### config.mk
export PLATFORM = sky130hd
export DESIGN_NAME = bat_ram
export DESIGN_NICKNAME = d
export VERILOG_FILES = /design/src/hw/rtl/bat_ram.sv
export SDC_FILE = /design/constraint.sdc
export NUM_CORES = 1
export LEC_CHECK = 0
export ABC_AREA = 0
export BUFFER_PORTS_ARGS = -buffer_cell sky130_fd_sc_hd__buf_2
export CORE_AREA = 2 2 113 115
export DETAILED_ROUTE_END_ITERATION = 7
export DIE_AREA = 0 0 115 117
export PLACE_DENSITY = 0.74
export REMOVE_ABC_BUFFERS = 1
export SLEW_MARGIN = 20
export SYNTH_ARGS = -nofsm -noshare
export SYNTH_HDL_FRONTEND = slang
export SYNTH_SLANG_ARGS = --single-unit
export TNS_END_PERCENT = 50
### constraint.sdc
create_clock -name clock -period 1.6 [get_ports clock]
set_input_delay 0.32 -clock clock [delete_from_list [all_inputs] [get_ports clock]]
set_output_delay 0.32 -clock clock [all_outputs]
set_load 0.05 [all_outputs]
### src/hw/rtl/bat_ram.sv
module bat_ram #(
   parameter int WIDTH = 8,
   parameter int DEPTH = 20,
   parameter int AW = 5
) (
   input logic clock,
   input logic wr_en,
   input logic [AW-1:0] wr_idx,
   input logic [WIDTH-1:0] wr_data,
   input logic rd_en,
   input logic [AW-1:0] rd_idx,
   output logic [WIDTH-1:0] rd_data
);
   logic [WIDTH-1:0] mem [DEPTH];
   logic [WIDTH-1:0] rd_data_ff;

   always_ff @(posedge clock) begin
      if (wr_en) begin
         mem[wr_idx] <= wr_data;
      end
      if (rd_en) begin
         rd_data_ff <= mem[rd_idx];
      end
   end

   assign rd_data = rd_data_ff;
endmodule

==> impl_metrics.toml <==
[floorplan]
die_w_um = 115
start_util = 0.533
pin_count = 29
die_area_um2 = 13500
die_h_um = 117
rows = 41
design.core.area_um2 = 12300

[status]
outcome = "finished with violations"
violations = "setup timing"

[sta]
layout_setup_ws_ps = -103
fin_tns_setup_ps = -103
fin_worst_skew_ps = 5.64
maxSlewHeadroom = 0.734
rsz0062_at_grt = "yes"
setup_violations = 1
whs_ps = 269
maxSlewViolCount = 0
worst_slew_pin_slew_ps = 399
fmax_ghz = 0.587
min_period_over_period = 1.06
finalCriticalPeriod_ps = 1700
finalHoldViolCount = 0

[detailed_routing]
dr.pass1.iters = 5
drcViolationCount = 0
drtAntennaViolNets = 0
wire_per_inst_um = 24.6
drt-vias-per-instance = 5.95
wirelength_mm = 13.8
drt_iter0_drc = 317
vias = 3324

[setup_path]
reg2reg_depth = 4
r2r_slack_ps = -100
end_kind = "flop"
critPathKind = "flop to flop"
crit_fanout = 1
cp.required_ps = 1770
worstPathArrival_ps = 1880
startpoint_type = "flop"

[power_and_ir_drop]
ir_worst_vdd_mv = 0.769
p_leak_nw = 2.70
p_per_area_nw_per_um2 = 1230

[min_path]
hp-class = "input pin to flop"
hold_depth = 1

[clocking]
path_clk_slew_ps = 60
clock_path_buffers = 2
cts-root-buf = "clkbuf_16"
tritoncts = "done"
cts_sinks = 168
cts_buffers = 17
htreeDepth = 4
clk_latency_ps = 430

[yosys]
synth_warnings = 0
ys_top_cells_by_area = "edfxtp_1 77%, mux4_2 7.2%, mux4_1 4.4%, mux2i_1 3.5%, nor2_1 1.3%"
yosysSeqAreaShare = 0.769
synthDistinctLibCells = 30
syn_avg_cell_area_um2 = 21.3
ys_ff_latch = 168
synth_area_leader_cell = "edfxtp_1"
synthCells = 308
synth_top_area_frac = 0.769
syn-cell-area_um2 = 6560

[finish]
n_antenna_cell = 0
drive_above_1_share = 0.357
n_fill_cell = 841
design_area_um2 = 7820
num-nets-final = 417
fin_cells = 559
syn_to_final_growth_pct = 19.2

[global_routing]
grt_overflow = 0
antenna_found_initial = 0
grt_pass1_wl_mm = 20.9
grt_max_degree = 21
track_usage = 0.225
first_global_vias = 3479

[placed_design]
dp_cells = 527
pre_cts_ws_ps = -481
dpl_cell_area_um2 = 7210
place.gp.congestion = 0.901
dpl.hpwl_mm = 9.04
portBuffers = 28

[run]
max_cap_violations = 0
path summary, 6_finish.rpt:
path                         from              endpoint
max          mem[12][7]$_DFFE_PP_  rd_data[7]$_DFFE_PP_
min                         rd_en  rd_data[0]$_DFFE_PP_
max reg2reg  mem[12][7]$_DFFE_PP_  rd_data[7]$_DFFE_PP_
min reg2reg  mem[19][0]$_DFFE_PP_  rd_data[0]$_DFFE_PP_
per-layer routing:
layer | share of wire | wire length [um] | global-route usage | vias to the layer above
met5 | 0 | 0 | 0 | -
met4 | 0.020 | 276 | 0.0932 | 0
met3 | 0.076 | 1050 | 0.0623 | 20
met2 | 0.51 | 7020 | 0.363 | 158
met1 | 0.39 | 5430 | 0.295 | 1691
li1 | - | - | - | 1455
metrics by stage:
stage / util / total power [mW]
2_1_floorplan: - / 5.27
3_3_place_gp: 0.585 / 5.57
3_5_place_dp: 0.585 / 5.59
4_1_cts: 0.635 / 9.66
5_1_grt: 0.635 / 9.89
6_report: 0.635 / 9.63
power by group:
group | internal (mW) | total (mW) | switching (mW)
registers | 4.91 | 4.94 | 0.0204
logic | 0.230 | 0.569 | 0.339
clock network | 2.46 | 4.13 | 1.67
total | 7.60 | 9.63 | 2.03
area by class of cell:
cell class / instances / area [um2] / area share
flip-flops and latches: 168 / 5040 / 0.645
multi-input cells: 124 / 1400 / 0.179
inverters: 1 / 3.75 / 0.000480
well taps: 150 / 188 / 0.0240
clock buffers: 17 / 425 / 0.0544
repair buffers: 84 / 588 / 0.0752
clock inverters: 15 / 176 / 0.0225
sequential cells by signal, summed over array words and instances (netlist names):
name	cells
rd_data	8
mem	160
Yosys cell counts:
master     instances
edfxtp_1         168
mux2i_1           23
nor2_1            22
mux4_2            21
mux4_1            11
nand2_1            9
a221oi_1           7
o211ai_1           7
clkbuf_1           4
o21ai_0            4
buf_6              3
nand3b_1           3
o21ai_1            3
a21oi_1            2
buf_2              2
buf_8              2
clkbuf_8           2
nor2b_1            2
or3b_2             2
a221oi_2           1
a2bb2oi_1          1
and2_1             1
buf_4              1
clkbuf_2           1
inv_1              1
mux2_2             1
nand2b_1           1
nand3_1            1
or2_2              1
or3_1              1
worst max-delay path, stage by stage (launching register included):
cell and delay (ps):
edfxtp_1 370, mux4_2 490, mux2_4 290, a221oi_2 240
a21oi_1 70
placed cells by master, fill, tap and decap left out, types with 2 or more instances in the layout:
cell type   Yosys  layout
clkinv_4        0       2
nand3b_1        3       3
clkinv_1        0       2
nor2_1         22      22
mux2i_2         0       2
clkinv_2        0       2
nor2b_1         2       2
edfxtp_1      168     168
mux4_2         21      24
nand2_1         9       9
a21oi_1         2       2
inv_6           0       2
clkbuf_16       0      17
a221oi_1        7       7
mux4_1         11       8
or3b_2          2       2
clkinvlp_4      0       3
buf_12          0       2
o21ai_1         3       4
mux2i_1        23      20
buf_4           1      54
buf_2           2      27
o21ai_0         4       3
bufinv_16       0       3
o211ai_1        7       7
what timing repair did:
action / CTS / global route
pin swaps: 1 / 0
hold buffers: 0 / 0
setup buffers: 0 / 0
resized for setup: 3 / 7
gates cloned: 0 / 0
setup endpoints to repair: 2 / 5
cells by family after synthesis:
logic type | share of synthesized area
AOI/OAI and AO/OA | 0.0278
buffers and inverters | 0.0202
muxes | 0.153
DFF | 0.769
and+or+nand+nor | 0.0303
Power figures use the tool's default switching activity.
