`config.mk`:
```
export PLATFORM = sky130hd
export DESIGN_NAME = bat_parser
export DESIGN_NICKNAME = d
export VERILOG_FILES = /design/src/hw/rtl/bat_pkg.sv /design/src/hw/rtl/bat_parser.sv
export SDC_FILE = /design/constraint.sdc
export NUM_CORES = 1
export LEC_CHECK = 0
export ABC_CLOCK_PERIOD_IN_PS = 3600
export BUFFER_PORTS_ARGS = -buffer_cell sky130_fd_sc_hd__buf_2
export CELL_PAD_IN_SITES_DETAIL_PLACEMENT = 0
export CELL_PAD_IN_SITES_GLOBAL_PLACEMENT = 1
export CORE_MARGIN = 2
export CORE_UTILIZATION = 52
export CTS_CLUSTER_DIAMETER = 30
export DETAILED_ROUTE_END_ITERATION = 10
export HOLD_SLACK_MARGIN = 0.02
export MAX_ROUTING_LAYER = met4
export PLACE_DENSITY = 0.91
export SLEW_MARGIN = 40
export SYNTH_ARGS = -nofsm -noshare
export SYNTH_HDL_FRONTEND = slang
export SYNTH_SLANG_ARGS = --single-unit
```
`constraint.sdc`:
```
create_clock -name clock -period 3.6 [get_ports clock]
set_clock_uncertainty 0.2 [all_clocks]
set_input_delay 0.36 -clock clock [delete_from_list [all_inputs] [get_ports clock]]
set_output_delay 0.36 -clock clock [all_outputs]
set_load 0.005 [all_outputs]
```
`src/hw/rtl/bat_pkg.sv`:
```
package bat_pkg;

   localparam int NLEN_W = 7;
   localparam int DFLT_LEN = 7;

   typedef enum logic [1:0] {
      FUNC_CLEAR  = 2'd0,
      FUNC_REPORT = 2'd1,
      FUNC_READ   = 2'd2,
      FUNC_NONE   = 2'd3
   } func_type;

   typedef enum logic [2:0] {
      OUT_UPDATED = 3'd0,
      OUT_INSERTED = 3'd1,
      OUT_DROPPED = 3'd2,
      OUT_CLEARED = 3'd3,
      OUT_READ_OK = 3'd4,
      OUT_READ_BAD = 3'd5
   } outcome_type;

   localparam logic [7:0] AD_NAME_SHORT = 8'h08;
   localparam logic [7:0] AD_NAME_FULL = 8'h09;

   typedef struct packed {
      logic [47:0] addr;
      logic [7:0] level;
      logic [31:0] seen;
      logic [NLEN_W-1:0] nlen;
   } entry_type;

   typedef struct packed {
      logic found;
      logic [NLEN_W-1:0] ins_len;
   } name_info_type;

   function automatic logic [7:0] dflt_char(input logic [5:0] idx);
      logic [7:0] c;
      case (idx)
         6'd0: c = 8'h55;
         6'd1: c = 8'h6e;
         6'd2: c = 8'h6b;
         6'd3: c = 8'h6e;
         6'd4: c = 8'h6f;
         6'd5: c = 8'h77;
         6'd6: c = 8'h6e;
         default: c = 8'h00;
      endcase
      return c;
   endfunction

endpackage

```
`src/hw/rtl/bat_parser.sv`:
```
module bat_parser #(
   parameter int NAME_CHARS = 20,
   parameter int ADV_BYTES = 31,
   parameter int NIW = 5
) (
   input logic clock,
   input logic reset,
   input logic step,
   input logic clr,
   input logic [4:0] adv_length,
   input logic [7:0] adv_byte,
   input logic [NIW-1:0] buf_rd_idx,
   output logic [7:0] buf_rd_data,
   output bat_pkg::name_info_type info
);
   import bat_pkg::*;

   localparam int NLW = $clog2(NAME_CHARS + 1);

   typedef enum logic [3:0] {
      PH_SEEK = 4'b0001,
      PH_TYPE = 4'b0010,
      PH_COPY = 4'b0100,
      PH_DONE = 4'b1000
   } phase_type;

   phase_type phase_ff, phase_in;
   logic [7:0] pos_ff, pos_in;
   logic [8:0] nsp_ff, nsp_in;
   logic [7:0] cur_ff, cur_in;
   logic [NLW-1:0] len_ff, len_in;
   logic found_ff, found_in;
   logic buf_we;
   logic [7:0] name_buf [NAME_CHARS];

   always_comb begin
      phase_in = phase_ff;
      pos_in = pos_ff;
      nsp_in = nsp_ff;
      cur_in = cur_ff;
      len_in = len_ff;
      found_in = found_ff;
      buf_we = 1'b0;
      if (clr) begin
         phase_in = PH_SEEK;
         pos_in = '0;
         nsp_in = '0;
         cur_in = '0;
         len_in = '0;
         found_in = 1'b0;
      end else if (step) begin
         if (pos_ff < {3'b0, adv_length}) begin
            case (phase_ff)
               PH_SEEK: begin
                  if ({1'b0, pos_ff} == nsp_ff) begin
                     if (adv_byte == 8'd0 ||
                         ({1'b0, pos_ff} + {1'b0, adv_byte}) >= {4'b0, adv_length}) begin
                        phase_in = PH_DONE;
                     end else begin
                        cur_in = adv_byte;
                        nsp_in = {1'b0, pos_ff} + {1'b0, adv_byte} + 9'd1;
                        phase_in = PH_TYPE;
                     end
                  end
               end
               PH_TYPE: begin
                  if (adv_byte == AD_NAME_SHORT || adv_byte == AD_NAME_FULL) begin
                     found_in = 1'b1;
                     len_in = '0;
                     phase_in = (cur_ff == 8'd1) ? PH_DONE : PH_COPY;
                  end else begin
                     phase_in = PH_SEEK;
                  end
               end
               PH_COPY: begin
                  if (32'(len_ff) < NAME_CHARS) begin
                     buf_we = 1'b1;
                     len_in = len_ff + NLW'(1);
                  end
                  if (({1'b0, pos_ff} + 9'd1) >= nsp_ff) begin
                     phase_in = PH_DONE;
                  end
               end
               default: begin
               end
            endcase
         end
         if (32'(pos_ff) < ADV_BYTES) begin
            pos_in = pos_ff + 8'd1;
         end
      end
   end

   always_ff @(posedge clock) begin
      if (reset) begin
         phase_ff <= PH_SEEK;
         pos_ff <= '0;
         nsp_ff <= '0;
         cur_ff <= '0;
         len_ff <= '0;
         found_ff <= 1'b0;
      end else begin
         phase_ff <= phase_in;
         pos_ff <= pos_in;
         nsp_ff <= nsp_in;
         cur_ff <= cur_in;
         len_ff <= len_in;
         found_ff <= found_in;
      end
   end

   always_ff @(posedge clock) begin
      if (buf_we) begin
         name_buf[NIW'(len_ff)] <= adv_byte;
      end
   end

   assign buf_rd_data = name_buf[buf_rd_idx];
   assign info.found = found_ff;
   assign info.ins_len = found_ff ? NLEN_W'(len_ff)
                        : NLEN_W'((NAME_CHARS < DFLT_LEN) ? NAME_CHARS : DFLT_LEN);
endmodule

```
==> reports/metrics.json, run 1 <==
{
  "route": {
    "detail_route.first_pass.iterations": 5,
    "avgRoutedWirePerCell_um": 22.5,
    "finalWirelength_mm": 19.8,
    "first_iter_violations": 433,
    "final_antenna_net_count": 0,
    "route.detailed.drc": 0,
    "vias_after_detailed_routing": 5337,
    "detail_route.vias_per_cell": 6.09
  },
  "die": {
    "fp-row-count": 47,
    "design.core.area_um2": 16600,
    "starting_density_of_the_core_pct": 53.2,
    "ios": 38,
    "dieWidth_um": 134,
    "dieHeight_um": 134,
    "design.die.area_um2": 18000
  },
  "cts": {
    "cts.sink_count": 195,
    "clk-insertion-delay-late_ns": 0.42,
    "path_clk_slew_ns": 0.07,
    "cts_tree": "done",
    "cts_buffer_depth": 2,
    "clockRootBuffer": "clkbuf_16",
    "ctsHoldBuffers": 0,
    "cts-buffers-inserted": 17,
    "cts_htree_levels": 4
  },
  "sta": {
    "timing.fmax_ghz": 0.300,
    "period_share_pct": 92.7,
    "fin_crit_ns": 3.34,
    "setup_viol": 0,
    "tightest_slew_ns": 0.517,
    "rsz_0062_raised_after_global_routing": "no",
    "tns_ns": 0,
    "relative_slew_margins_pct": 65.1,
    "drv_slew": 0,
    "final-hold-violation-count": 0
  },
  "power": {
    "ir_drop_v": 0.000321,
    "power.switching_fraction_pct": 22.3,
    "pwr_density_cell_nw_per_um2": 446,
    "power.share.clock_pct": 38.5,
    "seq_power_share_pct": 54.8,
    "internal-power_mw": 3.46,
    "comb_power_share_pct": 6.7,
    "net-switching-power_mw": 0.990,
    "p_leak_nw": 3.45
  },
  "synth": {
    "ys_seq_elements": 195,
    "synth_cell_types": 62,
    "avgSynthCellArea_um2": 15.2,
    "prevailing_post_synth_register_cell": "edfxtp_1",
    "synth_cells": 579,
    "synth-warning-count": 0,
    "number_of_enable_type_register_cells_in_the_synthesized_netlist": 160,
    "async_reset_ff_share_pct": 0,
    "synthesis.area_um2": 8820,
    "synth-seq-area-share_pct": 62.4
  },
  "global_route": {
    "globalRouteTotalUtil_pct": 24.0,
    "vias_in_the_first_global_route": 5524,
    "globalRoute.totalOverflow": 0,
    "grt_first_pass_wirelength_mm": 30.8,
    "antenna_found_initial": 0,
    "grt_max_degree": 41
  },
  "placement": {
    "port-buffer-count": 35,
    "gp_congestion": 0.850,
    "post-dp-hpwl_mm": 13.6
  },
  "cells_and_area": {
    "most-common-layout-cells": "edfxtp_1, mux4_2, nor2_1",
    "diodes": 0,
    "area.growth.synth_to_final_pct": 13.2,
    "nNetsFinal": 699,
    "finalCoreUtilization_pct": 60.2,
    "layout_commonest_cell": "edfxtp_1",
    "final_layout_size_suffix_gt1_share_pct": 26.9,
    "num-fill-cells": 1211
  },
  "outcome": {
    "outcome": "complete, no violations"
  },
  "critical_path": {
    "timing.critical_path.to_type": "register",
    "cp_data_required_time_ns": 3.74,
    "setup_crit_start_kind": "register",
    "critical_path.max_fanout": 9,
    "criticalPathCategory": "register to register",
    "worst-endpoint-arrival_ns": 3.48
  },
  "worst_hold_path": {
    "hold_class": "input port to register"
  },
  "flow_run": {
    "timing.max_cap.violations": 0
  }
}
kinds of logic after synthesis:
family                     synth area share [%]
and+or+nand+nor                            8.57
adders and majority gates                  4.77
other                                    0.0425
xor gates and xnor gates                   1.99
AOI/OAI and AO/OA                          6.09
muxes                                      13.5
buffers and inverters                      2.61
DFF                                        62.4
stage by stage:
| step | hold slack (ns) | std cells | total power, mW | cell area (µm²) | worst slack (ns) |
|---|---|---|---|---|---|
| 2_1_floorplan | 0.244 | 580 | 2.67 | 8820 | 0.409 |
| 3_3_place_gp | 0.267 | 845 | 2.77 | 9440 | 0.223 |
| 3_5_place_dp | 0.269 | 845 | 2.78 | 9440 | 0.102 |
| 4_1_cts | 0.161 | 877 | 4.47 | 9980 | 0.160 |
| 5_1_grt | 0.179 | 877 | 4.58 | 9980 | 0.0385 |
| 6_report | 0.174 | 877 | 4.45 | 9980 | 0.261 |
synthesized netlist by cell type, types with 7 or more instances:
master / number / area, µm²
xnor2_1: 14 / 123
o21ai_0: 14 / 70.1
mux4_2: 48 / 1080
nor2_1: 41 / 154
o211ai_1: 12 / 90.1
inv_1: 19 / 71.3
ha_1: 32 / 400
nor3_1: 7 / 35.0
nand2_1: 34 / 128
edfxtp_1: 160 / 4800
dfxtp_1: 35 / 701
mux2_2: 8 / 90.1
o21ai_1: 9 / 45.0
nor4_1: 8 / 50.1
buf_2: 7 / 35.0
clkbuf_1: 13 / 48.8
a21oi_1: 16 / 80.1
nand3_1: 10 / 50.1
registers in the layout, summed over array words and instances (netlist names):
name	count
cur_ff	8
nsp_ff	9
found_ff	1
len_ff	5
phase_ff	4
pos_ff	8
name_buf	160
per-layer routing:
layer  vias up  global-route usage, %  wire length, µm
met5         -                      -                0
met3        39                   5.59             1250
met1      2682                   28.1             7530
li1       2392                      -                -
met4         0                   8.60              552
met2       224                   40.8            10400
worst max-delay path, stage by stage (launching register included):
cell and delay (ns):
dfxtp_1 0.38, ha_1 0.24, fa_1 0.41, a21o_1 0.21, a21oi_1 0.17, xnor2_1 0.14
ha_1 0.21, a311o_1 0.33, a21oi_1 0.14, o2111ai_1 0.14, or2_4 0.32, buf_4 0.18
o21ai_0 0.18
power by group through the flow:
| stage | sequential, mW | combinational [mW] | clock, mW |
|---|---|---|---|
| global placement | 2.49 | 0.283 | 0 |
| detailed placement | 2.49 | 0.295 | 0 |
| floorplan | 2.49 | 0.177 | 0 |
| global route | 2.44 | 0.320 | 1.82 |
| CTS | 2.44 | 0.298 | 1.73 |
| finish | 2.44 | 0.296 | 1.71 |
area by class of cell:
type                       count  area (µm²)  area share (%)
sequential                   195        5510            55.2
tap                          220         275            2.76
clock buffer                  19         433            4.34
timing repair buffer          74         505            5.07
clock inverter                13         100            1.00
inverter                      19        71.3           0.715
multi-input combinational    337        3090            31.0
worst paths after layout:
path / end / start / slack [ns] / cells past startpoint
worst max-delay path: cur_ff[7]$_SDFFE_PP0P_ / pos_ff[0]$_SDFFE_PP0P_ / 0.26 / 12
worst max register to register: cur_ff[7]$_SDFFE_PP0P_ / pos_ff[0]$_SDFFE_PP0P_ / 0.26 / 12
worst min register to register: nsp_ff[8]$_SDFFE_PP0P_ / nsp_ff[8]$_SDFFE_PP0P_ / 0.28 / 2
worst min-delay path: phase_ff[0]$_SDFFE_PP1P_ / reset / 0.17 / 4
repair_timing:
item                                    CTS  global route
resized for setup                         0             2
buffers inserted                          0             0
endpoints found under the setup margin    0             7
Note: power is estimated with default switching activity, not from simulation.
==> inputs of run 2 (changes only) <==
==> constraint.sdc (replaced) <==
create_clock -name clock -period 3.6 [get_ports clock]
set_clock_uncertainty 0.2 [all_clocks]
set_input_delay 0.18 -clock clock [delete_from_list [all_inputs] [get_ports clock]]
set_output_delay 0.18 -clock clock [all_outputs]
set_load 0.005 [all_outputs]
==> reports/metrics.json, run 2 (same netlist as run 1, synthesis figures left out) <==
{
  "critical_path": {
    "critical-path-slowest-cell": {"value": "dfxtp_1", "change": "was fa_1"},
    "cp_cell_sequence": {"value": "ha_1 > o21ai_0 > nor2_1 > nor2_1 > ha_1 > o21a_1 > a21oi_1 > o2111ai_1 > or2_0 > buf_4 > o21ai_1", "change": "was ha_1 > fa_1 > a21o_1 > a21oi_1 > xnor2_1 > ha_1 > a311o_1 > a21oi_1 > o2111ai_1 > or2_4 > buf_4 > o21ai_0"},
    "timing.critical_path.slowest_cell_delay": {"value": 0.50, "unit": "ns", "change": "was 0.41 ns"},
    "cp_data_required_time": {"value": 3.76, "unit": "ns", "change": "was 3.74 ns"},
    "setup_crit_start_kind": {"value": "register", "change": "unchanged"},
    "timing.critical_path.to_type": {"value": "register", "change": "unchanged"},
    "critical_path.max_fanout": {"value": 9, "change": "unchanged"},
    "depth_of_the_most_critical_reg_to_reg_path": {"value": 11, "change": "was 12"},
    "criticalPathCategory": {"value": "register to register", "change": "unchanged"},
    "worst-endpoint-arrival": {"value": 3.51, "unit": "ns", "change": "was 3.48 ns"}
  },
  "placement": {
    "post-dp-hpwl": {"value": 13.1, "unit": "mm", "change": "was 13.6 mm"},
    "gp_congestion": {"value": 0.877, "change": "was 0.850"},
    "port-buffer-count": {"value": 35, "change": "unchanged"},
    "placement.setup.worst_slack": {"value": 0.325, "unit": "ns", "change": "was 0.102 ns"}
  },
  "power": {
    "ir_drop": {"value": 0.000340, "unit": "V", "change": "was 0.000321 V"},
    "pwr_density_cell": {"value": 452, "unit": "nW/µm²", "change": "was 446 nW/µm²"},
    "totalPowerFinal": {"value": 4.53, "unit": "mW", "change": "was 4.45 mW"},
    "p_leak": {"value": 3.47, "unit": "nW", "change": "was 3.45 nW"}
  },
  "global_route": {
    "grt_first_pass_wirelength": {"value": 29.5, "unit": "mm", "change": "was 30.8 mm"},
    "vias_in_the_first_global_route": {"value": 5373, "change": "was 5,524"},
    "globalRouteTotalUtil": {"value": 22.9, "unit": "%", "change": "was 24.0%"},
    "globalRoute.totalOverflow": {"value": 0, "change": "unchanged"},
    "grt_max_degree": {"value": 29, "change": "was 41"},
    "antenna_found_initial": {"value": 1, "change": "was 0"}
  },
  "cells_and_area": {
    "largest-register": {"value": "name_buf", "change": "unchanged"},
    "layout_commonest_cell": {"value": "edfxtp_1", "change": "unchanged"},
    "top_regs": {"value": "name_buf (160), nsp_ff (9)", "change": "unchanged"},
    "area.growth.synth_to_final": {"value": 13.5, "unit": "%", "change": "was 13.2%"},
    "finalCoreUtilization": {"value": 60.4, "unit": "%", "change": "was 60.2%"},
    "most-common-layout-cells": {"value": "edfxtp_1, mux4_2, nor2_1", "change": "unchanged"},
    "final_layout_size_suffix_gt1_share": {"value": 26.3, "unit": "%", "change": "was 26.9%"},
    "nNetsFinal": {"value": 700, "change": "was 699"},
    "flip_flop_count_of_the_largest_register_all_copies_and_words_added": {"value": 160, "change": "unchanged"}
  },
  "cts": {
    "cts_buffer_depth": {"value": 2, "change": "unchanged"},
    "cts_htree_levels": {"value": 4, "change": "unchanged"},
    "clockRootBuffer": {"value": "clkbuf_16", "change": "unchanged"},
    "cts_post_setup_buffers_inserted": {"value": 0, "change": "unchanged"},
    "cts-buffers-inserted": {"value": 17, "change": "unchanged"},
    "post_cts_resize_count": {"value": 0, "change": "unchanged"},
    "path_clk_slew": {"value": 0.07, "unit": "ns", "change": "about the same"},
    "clk-insertion-delay-late": {"value": 0.44, "unit": "ns", "change": "was 0.42 ns"},
    "cts.sink_count": {"value": 195, "change": "unchanged"},
    "cts_tree": {"value": "done", "change": "unchanged"}
  },
  "sta": {
    "final-hold-violation-count": {"value": 0, "change": "unchanged"},
    "drv_slew": {"value": 0, "change": "unchanged"},
    "period_share": {"value": 93.0, "unit": "%", "change": "was 92.7%"},
    "fin_crit": {"value": 3.35, "unit": "ns", "change": "was 3.34 ns"},
    "rsz_0062_raised_after_global_routing": {"value": "no", "change": "unchanged"},
    "setup_viol": {"value": 0, "change": "unchanged"},
    "setup_ws": {"value": 0.252, "unit": "ns", "change": "was 0.261 ns"},
    "tns": {"value": 0, "unit": "ns", "change": "unchanged"},
    "relative_slew_margins": {"value": 65.0, "unit": "%", "change": "was 65.1%"},
    "tightest_slew": {"value": 0.520, "unit": "ns", "change": "was 0.517 ns"},
    "timing.fmax": {"value": 0.299, "unit": "GHz", "change": "was 0.300 GHz"}
  },
  "route": {
    "finalWirelength": {"value": 18.9, "unit": "mm", "change": "was 19.8 mm"},
    "final_antenna_net_count": {"value": 0, "change": "unchanged"},
    "vias_after_detailed_routing": {"value": 5246, "change": "was 5,337"},
    "avgRoutedWirePerCell": {"value": 21.5, "unit": "µm", "change": "was 22.5 µm"},
    "detail_route.vias_per_cell": {"value": 5.97, "change": "was 6.09"},
    "route.detailed.drc": {"value": 0, "change": "unchanged"},
    "first_iter_violations": {"value": 420, "change": "was 433"},
    "detail_route.first_pass.iterations": {"value": 5, "change": "unchanged"}
  },
  "outcome": {
    "outcome": {"value": "complete, no violations", "change": "unchanged"}
  },
  "die": {
    "fp-row-count": {"value": 47, "change": "unchanged"},
    "starting_density_of_the_core": {"value": 53.2, "unit": "%", "change": "unchanged"},
    "dieHeight": {"value": 134, "unit": "µm", "change": "unchanged"},
    "design.core.area": {"value": 16600, "unit": "µm²", "change": "unchanged"},
    "dieWidth": {"value": 134, "unit": "µm", "change": "unchanged"},
    "design.die.area": {"value": 18000, "unit": "µm²", "change": "unchanged"},
    "ios": {"value": 38, "change": "unchanged"}
  },
  "flow_run": {
    "timing.max_cap.violations": {"value": 0, "change": "unchanged"}
  },
  "worst_hold_path": {
    "hold-path-cell-count": {"value": 4, "change": "unchanged"},
    "hold_class": {"value": "input port to register", "change": "unchanged"}
  }
}
[run 2: metal layers]
metal  global-route usage (%)  vias up  routed length, µm
li1                         -     2392                  -
met1                     27.3     2653               7540
met2                     38.5      164               9890
met3                     4.31       37                934
met4                     9.82        0                512
met5                        -        -                  0
[run 2: worst max-delay path: cells and delay by family (launching register included)]
kind	cells	cell delay, ns
buffers and inverters	1	0.23
AOI/OAI and AO/OA	5	0.96
adders and majority gates	2	0.63
and+or+nand+nor	3	0.75
DFF	1	0.50
[run 2: what timing repair did]
item / in CTS / in global routing
hold buffers: 4 / 0
setup endpoints to repair: 0 / 0
endpoints found under the hold margin: 31 / 0
[run 2: worst paths after layout]
kind	from	to	slack [ns]
setup reg to reg	pos_ff[2]$_SDFFE_PP0P_	cur_ff[6]$_SDFFE_PP0P_	0.25
hold / removal	clr	phase_ff[0]$_SDFFE_PP1P_	0.04
setup / recovery	pos_ff[2]$_SDFFE_PP0P_	cur_ff[6]$_SDFFE_PP0P_	0.25
hold reg to reg	nsp_ff[6]$_SDFFE_PP0P_	nsp_ff[6]$_SDFFE_PP0P_	0.29
[run 2: area by class of cell]
class	count	area (µm²)
diodes	1	2.50
clock buffers	19	433
clock inverters	12	125
fillers	1242	6570
inverters	19	71.3
multi-input cells	337	3090
flip-flops and latches	195	5510
well taps	220	275
repair buffers	75	510
[run 2: through the flow]
step	hold slack (ns)	cell area, µm²	instances
6_report	0.0387	10000	878
3_3_place_gp	0.268	9410	842
3_5_place_dp	0.277	9410	842
4_1_cts	0.0365	10000	877
2_1_floorplan	0.0789	8820	580
5_1_grt	0.0623	10000	878
[run 2: where the power goes]
part	internal [mW]	switching (mW)	total (mW)	leakage, nW
registers	2.44	0.00257	2.44	1.72
clock network	0.965	0.829	1.79	0.269
logic	0.127	0.165	0.293	1.48
total	3.53	0.997	4.53	3.47
==> inputs of run 3 (changes only) <==
--- a/config.mk
+++ b/config.mk
@@ -16,6 +16,7 @@
 export HOLD_SLACK_MARGIN = 0.02
 export MAX_ROUTING_LAYER = met4
 export PLACE_DENSITY = 0.91
+export RECOVER_POWER = 100
 export SLEW_MARGIN = 40
 export SYNTH_ARGS = -nofsm -noshare
 export SYNTH_HDL_FRONTEND = slang
==> constraint.sdc (replaced) <==
create_clock -name clock -period 3.6 [get_ports clock]
set_clock_uncertainty 0.2 [all_clocks]
set_input_delay 0.72 -clock clock [delete_from_list [all_inputs] [get_ports clock]]
set_output_delay 0.72 -clock clock [all_outputs]
set_load 0.005 [all_outputs]
==> reports/metrics.json, run 3 (same netlist as run 1, synthesis figures left out) <==
{
  "critical_path": {
    "worst-endpoint-arrival": {"value": 2.62, "unit": "ns", "change": "was 3.51 ns"},
    "setup_crit_start_kind": {"value": "input port", "change": "was register"},
    "criticalPathCategory": {"value": "input port to primary output", "change": "was register to register"},
    "cp_cell_sequence": {"value": "buf_2 > buf_4 > mux4_2 > mux4_2 > mux2_2 > buf_2", "change": "was ha_1 > o21ai_0 > nor2_1 > nor2_1 > ha_1 > o21a_1 > a21oi_1 > o2111ai_1 > or2_0 > buf_4 > o21ai_1"},
    "timing.critical_path.slowest_cell_delay": {"value": 0.58, "unit": "ns", "change": "was 0.50 ns"},
    "critical-path-slowest-cell": {"value": "mux4_2", "change": "was dfxtp_1"},
    "crit_buf_inv": {"value": 3, "change": "was 1"},
    "timing.critical_path.to_type": {"value": "primary output", "change": "was register"},
    "cp_data_required_time": {"value": 2.68, "unit": "ns", "change": "was 3.76 ns"},
    "critical_path.max_fanout": {"value": 7, "change": "was 9"},
    "crit_family": {"value": "multiplexers", "change": "was compound AO/OA/AOI/OAI gates"},
    "r2r_slack": {"value": 0.24, "unit": "ns", "change": "was 0.25 ns"}
  },
  "cts": {
    "cts_htree_levels": {"value": 4, "change": "unchanged"},
    "cts_post_setup_buffers_inserted": {"value": 0, "change": "unchanged"},
    "clockRootBuffer": {"value": "clkbuf_16", "change": "unchanged"},
    "cts.sink_count": {"value": 195, "change": "unchanged"},
    "ctsHoldBuffers": {"value": 0, "change": "was 4"},
    "clk-insertion-delay-late": {"value": 0.43, "unit": "ns", "change": "was 0.44 ns"},
    "cts-buffers-inserted": {"value": 17, "change": "unchanged"},
    "cts_buffer_depth": {"value": 2, "change": "unchanged"},
    "cts_tree": {"value": "done", "change": "unchanged"},
    "path_clk_slew": {"value": 0.07, "unit": "ns", "change": "about the same"},
    "post_cts_resize_count": {"value": 0, "change": "unchanged"}
  },
  "die": {
    "dieHeight": {"value": 134, "unit": "µm", "change": "unchanged"},
    "design.core.area": {"value": 16600, "unit": "µm²", "change": "unchanged"},
    "design.die.area": {"value": 18000, "unit": "µm²", "change": "unchanged"},
    "fp-row-count": {"value": 47, "change": "unchanged"},
    "dieWidth": {"value": 134, "unit": "µm", "change": "unchanged"},
    "starting_density_of_the_core": {"value": 53.2, "unit": "%", "change": "unchanged"},
    "ios": {"value": 38, "change": "unchanged"}
  },
  "global_route": {
    "globalRouteTotalUtil": {"value": 24.6, "unit": "%", "change": "was 22.9%"},
    "grt.met2_usage": {"value": 42.3, "unit": "%", "change": "was 38.5%"},
    "antenna_found_initial": {"value": 0, "change": "was 1"},
    "vias_in_the_first_global_route": {"value": 5468, "change": "was 5,373"},
    "use_met3": {"value": 5.52, "unit": "%", "change": "was 4.31%"},
    "grt_first_pass_wirelength": {"value": 31.6, "unit": "mm", "change": "was 29.5 mm"},
    "grt_max_degree": {"value": 41, "change": "was 29"},
    "highest_utilization_routing_layer_at_the_global_route_stage": {"value": "met2", "change": "unchanged"},
    "globalRoute.totalOverflow": {"value": 0, "change": "unchanged"},
    "met1_usage": {"value": 28.8, "unit": "%", "change": "was 27.3%"}
  },
  "route": {
    "detail_route.vias_per_cell": {"value": 6.09, "change": "was 5.97"},
    "first_iter_violations": {"value": 489, "change": "was 420"},
    "final_antenna_net_count": {"value": 0, "change": "unchanged"},
    "vias_after_detailed_routing": {"value": 5393, "change": "was 5,246"},
    "detail_route.first_pass.iterations": {"value": 5, "change": "unchanged"},
    "avgRoutedWirePerCell": {"value": 23.0, "unit": "µm", "change": "was 21.5 µm"},
    "finalWirelength": {"value": 20.4, "unit": "mm", "change": "was 18.9 mm"},
    "route.detailed.drc": {"value": 0, "change": "unchanged"}
  },
  "power": {
    "ir_drop": {"value": 0.000403, "unit": "V", "change": "was 0.000340 V"},
    "pwr_density_cell": {"value": 465, "unit": "nW/µm²", "change": "was 452 nW/µm²"},
    "net-switching-power": {"value": 1.03, "unit": "mW", "change": "was 0.997 mW"},
    "power.switching_fraction": {"value": 22.2, "unit": "%", "change": "was 22.0%"},
    "p_leak": {"value": 3.42, "unit": "nW", "change": "was 3.47 nW"},
    "power.share.clock": {"value": 41.0, "unit": "%", "change": "was 39.6%"},
    "comb_power_share": {"value": 6.4, "unit": "%", "change": "was 6.5%"},
    "internal-power": {"value": 3.61, "unit": "mW", "change": "was 3.53 mW"},
    "seq_power_share": {"value": 52.6, "unit": "%", "change": "was 53.9%"}
  },
  "placement": {
    "post_dp_cell_area": {"value": 9500, "unit": "µm²", "change": "was 9410 µm²"},
    "gp_congestion": {"value": 0.964, "change": "was 0.877"},
    "port-buffer-count": {"value": 35, "change": "unchanged"},
    "post-dp-hpwl": {"value": 13.7, "unit": "mm", "change": "was 13.1 mm"},
    "placement.setup.worst_slack": {"value": -0.142, "unit": "ns", "change": "was 0.325 ns"}
  },
  "sta": {
    "tns": {"value": 0, "unit": "ns", "change": "unchanged"},
    "setup_viol": {"value": 0, "change": "unchanged"},
    "rsz_0062_raised_after_global_routing": {"value": "no", "change": "unchanged"},
    "fin_crit": {"value": 3.54, "unit": "ns", "change": "was 3.35 ns"},
    "timing.fmax": {"value": 0.282, "unit": "GHz", "change": "was 0.299 GHz"},
    "tightest_slew": {"value": 1.27, "unit": "ns", "change": "was 0.520 ns"},
    "drv_slew": {"value": 0, "change": "unchanged"},
    "period_share": {"value": 98.4, "unit": "%", "change": "was 93.0%"},
    "relative_slew_margins": {"value": 15.5, "unit": "%", "change": "was 65.0%"},
    "final-hold-violation-count": {"value": 0, "change": "unchanged"},
    "setup_ws": {"value": 0.0589, "unit": "ns", "change": "was 0.252 ns"},
    "whs": {"value": 0.292, "unit": "ns", "change": "was 0.0387 ns"}
  },
  "worst_hold_path": {
    "hold_class": {"value": "register to register", "change": "was input port to register"}
  },
  "cells_and_area": {
    "diodes": {"value": 0, "change": "was 1"},
    "top_regs": {"value": "name_buf (160), nsp_ff (9)", "change": "unchanged"},
    "layout_commonest_cell": {"value": "edfxtp_1", "change": "unchanged"},
    "nNetsFinal": {"value": 707, "change": "was 700"},
    "flip_flop_count_of_the_largest_register_all_copies_and_words_added": {"value": 160, "change": "unchanged"},
    "final_layout_size_suffix_gt1_share": {"value": 23.8, "unit": "%", "change": "was 26.3%"},
    "most-common-layout-cells": {"value": "edfxtp_1, mux4_2, nor2_1", "change": "unchanged"},
    "layout.cell_area.non_filler": {"value": 9990, "unit": "µm²", "change": "was 10,000 µm²"},
    "finalCoreUtilization": {"value": 60.2, "unit": "%", "change": "was 60.4%"},
    "num-fill-cells": {"value": 1237, "change": "was 1,242"},
    "largest-register": {"value": "name_buf", "change": "unchanged"},
    "area.growth.synth_to_final": {"value": 13.2, "unit": "%", "change": "was 13.5%"}
  },
  "flow_run": {
    "timing.max_cap.violations": {"value": 0, "change": "unchanged"}
  },
  "outcome": {
    "outcome": {"value": "complete, no violations", "change": "unchanged"}
  }
}
==> run 3: cell type report <==
cell class / count / area, µm² / share of cell area [%]
Sequential cell: 195 / 5510 / 55.1
Multi-Input combinational cell: 337 / 3090 / 30.9
Timing Repair Buffer: 82 / 449 / 4.50
Clock buffer: 18 / 429 / 4.30
Tap cell: 220 / 275 / 2.76
Clock inverter: 14 / 170 / 1.70
Inverter: 19 / 71.3 / 0.714
==> run 3: worst register-to-register path, cell delays in order, from the launching register on <==
cell and delay [ns]:
dfxtp_1 0.39, ha_1 0.24, fa_1 0.40, a21o_1 0.22, a21oi_1 0.17, xnor2_1 0.11
ha_1 0.20, a311o_1 0.33, a21oi_1 0.13, o2111ai_1 0.14, or2_0 0.36, buf_4 0.21
o21ai_0 0.18
==> run 3: metal layers <==
layer | wire length, µm | share of wire, % | up-vias
met5 | 0 | 0 | -
li1 | - | - | 2407
met2 | 10800 | 53 | 214
met4 | 465 | 2.3 | 0
met1 | 7860 | 39 | 2726
met3 | 1200 | 5.9 | 46
==> run 3: power by group through the flow <==
| stage | Sequential, mW | Combinational (mW) | Clock, mW |
|---|---|---|---|
| after floorplan | 2.49 | 0.177 | 0 |
| after global placement | 2.49 | 0.291 | 0 |
| after detailed placement | 2.49 | 0.302 | 0 |
| after CTS | 2.44 | 0.306 | 1.93 |
| after global routing | 2.44 | 0.323 | 2.01 |
| final | 2.44 | 0.298 | 1.91 |
==> run 3: final timing paths <==
path | startpoint | endpoint | cells after the start
worst max-delay path | buf_rd_idx[0] | buf_rd_data[3] | 6
worst min-delay path | nsp_ff[8]$_SDFFE_PP0P_ | nsp_ff[8]$_SDFFE_PP0P_ | 2
worst max register to register | pos_ff[0]$_SDFFE_PP0P_ | cur_ff[7]$_SDFFE_PP0P_ | 12
worst min register to register | nsp_ff[8]$_SDFFE_PP0P_ | nsp_ff[8]$_SDFFE_PP0P_ | 2
==> run 3: per-stage QoR <==
stage / power, mW / cells
floorplan: 2.67 / 580
global placement: 2.78 / 853
detailed placement: 2.79 / 853
CTS: 4.67 / 885
global route: 4.77 / 885
finish: 4.64 / 885
